$ cat src/design/bdq_slot.sv
// Shared address unit: store position of the entry at a given offset from the front.
`default_nettype none
module bdq_slot #(
    parameter int unsigned DEPTH = 64,
    parameter int unsigned AW    = $clog2(DEPTH),
    parameter int unsigned CW    = $clog2(DEPTH + 1)
) (
    input  wire logic [AW-1:0] i_front,
    input  wire logic [CW-1:0] i_off,
    output logic      [AW-1:0] o_slot
);

    localparam int unsigned SW = CW + 1;

    logic [SW-1:0] sum;
    logic [SW-1:0] wrapped;

    // The sum stays below twice the depth, so one compare and subtract wraps it.
    always_comb begin
        sum = SW'(i_front) + SW'(i_off);
        if (sum >= SW'(DEPTH)) begin
            wrapped = sum - SW'(DEPTH);
        end else begin
            wrapped = sum;
        end
        o_slot = wrapped[AW-1:0];
    end

endmodule
`default_nettype wire

$ cat config.mk
export PLATFORM = sky130hd
export DESIGN_NAME = bdq_slot
export DESIGN_NICKNAME = d
export VERILOG_FILES = /design/src/design/bdq_slot.sv
export SDC_FILE = /design/constraint.sdc
export NUM_CORES = 1
export LEC_CHECK = 0
export BUFFER_PORTS_ARGS = -buffer_cell sky130_fd_sc_hd__buf_2
export CAP_MARGIN = 0
export CORE_AREA = 2 2 39 41
export DETAILED_ROUTE_END_ITERATION = 8
export DIE_AREA = 0 0 41 43
export GPL_TIMING_DRIVEN = 1
export PLACE_DENSITY = 0.5
export SYNTH_ARGS = -nofsm -noshare
export SYNTH_HDL_FRONTEND = slang
export SYNTH_SLANG_ARGS = --single-unit
$ cat constraint.sdc
create_clock -name vclk -period 4.8
set_input_delay 0.72 -clock vclk [all_inputs]
set_output_delay 0.72 -clock vclk [all_outputs]
set_load 0.02 [all_outputs]
==> metrics.txt <==
overflow left after global routing 0; path class of the lowest-slack min-delay path in2out; count of yosys warnings during synthesis 0; first-pass GRT wire length between 500 and 600 microns; placed wire-length estimate 371 microns; cell area after synthesis roughly 190 sq um; Port Buf Inserts 18; Slew @ Worst Pin approximately 0.16 ns; final worst setup slack ~1.9 ns; mean area per synthesized cell slightly below 10 sq um; Synthesized Nets 38; post-DR wirelength/cell about 7.4 microns; post-CTS sizing 0; Antenna Violating Nets Remaining 0; filler instances 171; Setup TNS Final 0 ns; Yosys top cell by area ha_1; core area between 1000 and 1500 sq um; clock buffer count 0; number of instances in the synthesized netlist 19; power share of the combinational group 1.000; commonest cells in the netlist ha_1, xnor2_1, a21oi_1, xor2_1; initial drt markers 0; via count 203; Fmax achieved 347 MHz; Max stage delay on crit path approximately 0.41 ns; status completed; portion of synthesized cell area occupied by the leading cell type 0.336; routability congestion estimate about 0.64; crit end category output port; distinct cell type count after synthesis 11; switching power of the nets ~26 uW; FF/Latch Area 0 sq um; leakage power of the design around 0.16 nW; cell types occupying the most area after synthesis ha_1, xnor2_1, fa_1; Die Footprint 1760 sq um; Post-CTS Setup Repair Bufs 0; unrepaired setup endpoints after global routing false; share of layout cells above drive strength 1 0.568; areal power density over the cells roughly 160 nW/um^2; total wire length after detailed routing just under 400 microns; final critical delay including setup and external delays roughly 2.9 ns; via count of the first global-routing pass ~180; Hold-fix buffers, CTS 0; source of the critical timing path i_front[0]; all-layer global routing usage 0.0440; vias per cell approximately 3.8; Flop pwr share 0; category of the critical setup timing path in2out; Post-Place Setup Slack 1.91 ns; post-detailed-route DRC marker count 0; ratio of final minimum period to clock period 0.601; final setup vio count 0; Clock Power Share 0; die height between 40 and 50 microns; number of sequential cells 0; area of the multi-input gates roughly 190 sq um; effective utilization at floorplan 0.135; pin count of the biggest net entering global routing 5; max-capacitance violation count 0; switching portion of total power 0.559; FP Rows 14; crit path DAT roughly 2.2 ns; antenna violations before repair 0; remaining max-slew budget at the tightest pin 0.890; Final nets slightly below 60; max-slew violation total from the final report 0; count of inserted antenna diode cells 0; number of top-level pins 19; cell with the largest stage delay on the worst path fa_1; Layout Area Growth over Synthesis 59.1%; most common cell in the synthesized netlist ha_1; worst-path maximum fanout 3; Critical Path Start Type input pin; worst hold start i_off[0]; proportion of synthesized chip area in sequential cells 0; most frequent CP cell buf_2; Req. time, crit path 4.08 ns; critical path, cell by cell buf_2 > ha_1 > fa_1 > a21o_2 > a21oi_1 > xnor2_1 > buf_2; IR Drop Worst-Case VDD around 0.049 mV; drt pass-1 iters 1; number of hold-slack violations in the final timing report 0; die boundary width 41 microns; design internal power 20.6 uW
critical path, delay by kind of cell:
kind | cells | cell delay [ns]
buffers and inverters | 2 | 0.28
XOR/XNOR | 1 | 0.13
adder cells (fa/ha/maj) | 2 | 0.65
AO/OA/AOI/OAI | 2 | 0.39
logic make-up after synthesis:
group | synth area share
compound gates | 0.322
xor+xnor | 0.235
fa+ha+maj | 0.443
per-stage QoR:
step           power [mW]  instance area, sq um   util  hold slack, ns  cells
2_1_floorplan      0.0327                   186      -            1.64     19
3_3_place_gp       0.0473                   297  0.214            1.77     53
5_1_grt            0.0508                   297  0.214            1.78     53
4_1_cts            0.0477                   297  0.214            1.77     53
3_5_place_dp       0.0474                   297  0.214            1.77     53
6_report           0.0468                   297  0.214            1.77     53
cell type report:
type | count | area share
Tap cell | 16 | 0.0675
Timing Repair Buffer | 18 | 0.304
Multi-Input combinational cell | 19 | 0.629
metal layers:
| layer | global-route usage | up-vias | routed length, microns |
|---|---|---|---|
| li1 | - | 107 | - |
| met1 | 0.0476 | 85 | 143 |
| met2 | 0.0906 | 11 | 191 |
| met3 | 0 | 0 | 57 |
| met4 | 0 | 0 | 0 |
| met5 | 0 | - | 0 |
final timing paths:
| kind | end | slack, ns | cells past startpoint |
|---|---|---|---|
| worst max-delay path | o_slot[4] | 1.91 | 7 |
| worst min-delay path | o_slot[0] | 1.77 | 3 |
power by group through the flow:
stage / logic (mW) / clock network, mW / registers (mW)
final: 0.0468 / 0 / 0
after global routing: 0.0508 / 0 / 0
after CTS: 0.0477 / 0 / 0
after detailed placement: 0.0474 / 0 / 0
after global placement: 0.0473 / 0 / 0
after floorplan: 0.0327 / 0 / 0
layout by cell type (no fill, tap or decap):
cell type   n
xor2_1      2
a21o_1      1
o21bai_1    1
o21ai_0     1
xnor2_1     3
a211oi_2    1
a21o_2      1
ha_1        5
buf_2      18
a21oi_1     2
a21oi_2     1
fa_1        1
No activity file was read; power rests on OpenSTA's default activity.
