--- src/design/bdq_ram.sv ---
// Entry store of the deque: one write port and one registered read port.
`default_nettype none
module bdq_ram #(
    parameter int unsigned DEPTH      = 64,
    parameter int unsigned DATA_WIDTH = 64,
    parameter int unsigned AW         = $clog2(DEPTH)
) (
    input  wire logic                  i_clk,
    input  wire logic                  i_we,
    input  wire logic [AW-1:0]         i_waddr,
    input  wire logic [DATA_WIDTH-1:0] i_wdata,
    input  wire logic [AW-1:0]         i_raddr,
    output logic      [DATA_WIDTH-1:0] o_rdata
);

    logic [DATA_WIDTH-1:0] r_mem [DEPTH];
    logic [DATA_WIDTH-1:0] r_rdata;

    // Write when asked, and read the addressed entry every cycle.
    always_ff @(posedge i_clk) begin
        if (i_we) begin
            r_mem[i_waddr] <= i_wdata;
        end
        r_rdata <= r_mem[i_raddr];
    end

    assign o_rdata = r_rdata;

endmodule
`default_nettype wire

--- config.mk ---
export PLATFORM = sky130hd
export DESIGN_NAME = bdq_ram
export DESIGN_NICKNAME = d
export VERILOG_FILES = /design/src/design/bdq_ram.sv
export SDC_FILE = /design/constraint.sdc
export NUM_CORES = 2
export LEC_CHECK = 0
export BUFFER_PORTS_ARGS = -buffer_cell sky130_fd_sc_hd__buf_4
export CAP_MARGIN = 20
export CORE_AREA = 4 4 551 963
export DETAILED_ROUTE_END_ITERATION = 7
export DIE_AREA = 0 0 555 967
export PLACE_DENSITY = 0.47
export SLEW_MARGIN = 20
export SYNTH_ARGS = -nofsm -noshare
export SYNTH_HDL_FRONTEND = slang
export SYNTH_SLANG_ARGS = --single-unit
export TNS_END_PERCENT = 1
--- constraint.sdc ---
create_clock -name i_clk -period 5 [get_ports i_clk]
set_input_delay 0 -clock i_clk [delete_from_list [all_inputs] [get_ports i_clk]]
set_output_delay 0 -clock i_clk [all_outputs]
set_load 0.02 [all_outputs]
==> flow_summary.json <==
{
  "cts.path.max_buffers": 4,
  "slew_violations": 0,
  "hold_slack_ps": 92.4,
  "clkSlewWorstSetupHoldPaths_ps": 70,
  "hold_path.class": "in2reg",
  "worstSetupStartpointType": "input pin",
  "wire_per_inst_um": 33.6,
  "core_area_um2": 523000,
  "max_freq_mhz": 355,
  "slew_headroom": 0.201,
  "syn_inst": 6598,
  "drt_iter0_markers": 7175,
  "drv_cap": 0,
  "regArea_um2": 124000,
  "r2r-end": "o_rdata[34]",
  "pre_cts_ws_ps": 1360,
  "antenna_found_initial": 25,
  "remaining_drc_errors": 0,
  "power.net_switching_mw": 15.4,
  "grt_usage": 0.176,
  "cp_slowest_stage_delay_ps": 1100,
  "wirelength_mm": 482,
  "drive_gt1_frac": 0.283,
  "postRouteAntennaNets": 0,
  "finalCriticalPeriod_ps": 2820,
  "syn_to_final_growth_pct": 15.9,
  "worst_slew_pin_slew_ps": 1200,
  "die_area_um2": 537000,
  "netlist_area_um2": 156000,
  "rsz0062_at_grt": "false",
  "p_comb_frac": 0.050,
  "p_leak_nw": 55.2,
  "internal_power_mw": 55.7,
  "drt-pass1-iter-count": 6,
  "setup_viol": 0,
  "reg2reg_depth": 5,
  "p_sw_frac": 0.216,
  "crit_top_cell": "buf_4",
  "cts.sinks": 4160,
  "port_buffers": 141,
  "critPathSlowestCell": "nor2_4",
  "numCtsBuffers": 370,
  "yosysUniqueCellTypes": 33,
  "crit_path_end": "r_mem[62][6]",
  "cts_tree": "yes",
  "powerDensity_nw_per_um2": 393,
  "grt_pass1_vias": 78600,
  "globalplace.congestion": 0.742,
  "grt_max_degree": 102,
  "path_buf_inv": 3,
  "path_delay_family": "simple AND/OR/NAND/NOR gates",
  "worstPathMaxFanout": 13,
  "multi_input_area_um2": 30800,
  "grt_pass1_wl_mm": 661,
  "fillers": 48400,
  "crit_path_end_kind": "flop",
  "tns_ps": 0,
  "ff2ff_setup_slack_ps": 2550,
  "die_h_um": 967,
  "die_w_um": 555,
  "vias_per_cell": 5.15,
  "power_frac_clock": 0.405,
  "ys_seq_elements": 4160,
  "fin_crit_sh": 0.564,
  "design.portCount": 142,
  "vdd_drop_max_mv": 0.281,
  "htreeDepth": 5,
  "initial_utilization": 0.299,
  "num_vias": 73800,
  "crit_chain": "dlygate4sd3_1 -> buf_4 -> nor2b_1 -> nand3_1 -> nor2_4 -> buf_4",
  "gr-total-overflow": 0,
  "root_buffer": "clkbuf_16",
  "syn_nets": 6676,
  "worst_ep_required_time_ps": 5610,
  "status": "finished clean",
  "ys_seq_area_frac": 0.795,
  "crit_path_start": "i_we",
  "pwr-share-seq": 0.545,
  "syn_avg_cell_area_um2": 23.7,
  "fin_ws_ps": 2180,
  "worstSetupPathDepth": 6,
  "layout.nets": 7176,
  "hold_viol": 0,
  "rows": 352,
  "insertion_delay_ps": 960,
  "fin_skew_ps": 67.3,
  "worst-setup-path-type": "in2reg",
  "synth_warnings": 0,
  "cts_resized": 0,
  "r2r-start": "r_mem[12][34]",
  "critPathArrivalTime_ps": 3430,
  "dp_hpwl_mm": 269
}
[synth_stat cells (all sizes together)]
cell | count | area share
a22oi | 168 | 0.0081
a22o | 88 | 0.0049
or3 | 29 | 0.0012
clkbuf | 140 | 0.0034
mux4 | 1024 | 0.15
or3b | 1 | 0.000056
dfxtp | 64 | 0.0082
a31oi | 18 | 0.00072
nor3 | 2 | 0.000064
buf | 230 | 0.0080
nand4 | 2 | 0.000080
nor2 | 112 | 0.0027
edfxtp | 4096 | 0.79
o22ai | 83 | 0.0033
mux2i | 135 | 0.0086
a41oi | 26 | 0.0015
and3 | 64 | 0.0026
and2 | 3 | 0.00012
o221ai | 38 | 0.0021
nand3 | 45 | 0.0014
nand4b | 1 | 0.000056
inv | 19 | 0.00046
a31o | 1 | 0.000056
nor2b | 28 | 0.0011
nand3b | 2 | 0.000096
or2 | 28 | 0.0011
nand2b | 11 | 0.00044
a2bb2oi | 19 | 0.0011
nand2 | 58 | 0.0014
a211oi | 63 | 0.0030
[final cells by class]
cell class,count,share of cell area
diodes,23,0.000318
clock buffers,458,0.0543
clock inverters,210,0.0114
inverters,19,0.000394
multi-input cells,2049,0.170
flip-flops and latches,4160,0.686
well taps,6903,0.0477
repair buffers,498,0.0302
[power groups by stage]
| stage | Sequential [mW] | Clock, mW | Combinational [mW] |
|---|---|---|---|
| 6_report | 38.8 | 28.8 | 3.58 |
| 5_1_grt | 38.8 | 30.8 | 3.81 |
| 4_1_cts | 38.8 | 29.5 | 3.68 |
| 3_5_place_dp | 39.5 | 0 | 3.61 |
| 3_3_place_gp | 39.5 | 0 | 3.56 |
| 2_1_floorplan | 39.5 | 0 | 1.80 |
[cells in the final DEF, fill, tap and decap left out, types with 76 or more instances in the layout]
cell type      Yosys  final
edfxtp_1        4096   4096
mux4_2          1024   1024
clkbuf_16          0    374
buf_4             34    299
a22oi_1          168    168
mux2i_1          135    135
buf_12             0    119
a22o_1            88     88
o22ai_1           83     83
dlygate4sd3_1      0     76
[how the worst min path moves through the flow]
stage | from | to | slack, ps | depth (start not counted)
finish | i_raddr[2] | o_rdata[47] | 90 | 5
floorplan | i_wdata[0] | r_mem[0][0] | 100 | 0
global route | i_wdata[19] | r_mem[22][19] | 80 | 2
detailed placement | o_rdata[45] | o_rdata[45] | 410 | 1
CTS | i_raddr[2] | o_rdata[47] | 20 | 5
global placement | o_rdata[45] | o_rdata[45] | 430 | 1
[routing by layer]
layer / part of all wire / GRT usage / wire length (um) / vias up
met4: 0.034 / 0.0558 / 16300 / 6
met5: 0.000098 / 0 / 47 / -
met3: 0.039 / 0.0178 / 18900 / 650
li1: - / - / - / 29400
met1: 0.38 / 0.211 / 183000 / 41700
met2: 0.55 / 0.328 / 263000 / 2044
[sequential cells by signal, indices dropped and copies added, names as in the netlist]
signal   cells
r_mem     4096
o_rdata     64
[logic make-up after synthesis]
| family | share of synthesized area |
|---|---|
| flip-flops | 0.795 |
| multiplexers | 0.156 |
| buffers and inverters | 0.0118 |
| AND/OR/NAND/NOR | 0.0124 |
| AO/OA/AOI/OAI | 0.0248 |
[stage by stage]
step	std cells	area (um^2)	utilization	power, mW
after CTS	14300	181000	0.346	71.9
after global routing	14300	181000	0.346	73.4
after global placement	13600	168000	0.322	43.1
final	14300	181000	0.346	71.1
after detailed placement	13600	169000	0.322	43.2
after floorplan	6598	156000	-	41.3
[worst reg2reg max path, delay by kind of cell, from the launching register on]
kind             cells  cell delay [ps]
AO/OA/AOI/OAI        2             1080
multiplexers         1              450
AND/OR/NAND/NOR      2              430
flip-flops           1              370
[timing repair]
action	CTS	global route
buffers inserted	0	0
hold buffers	76	0
hold endpoints to repair	4272	0
(Power assumes the default switching activity.)
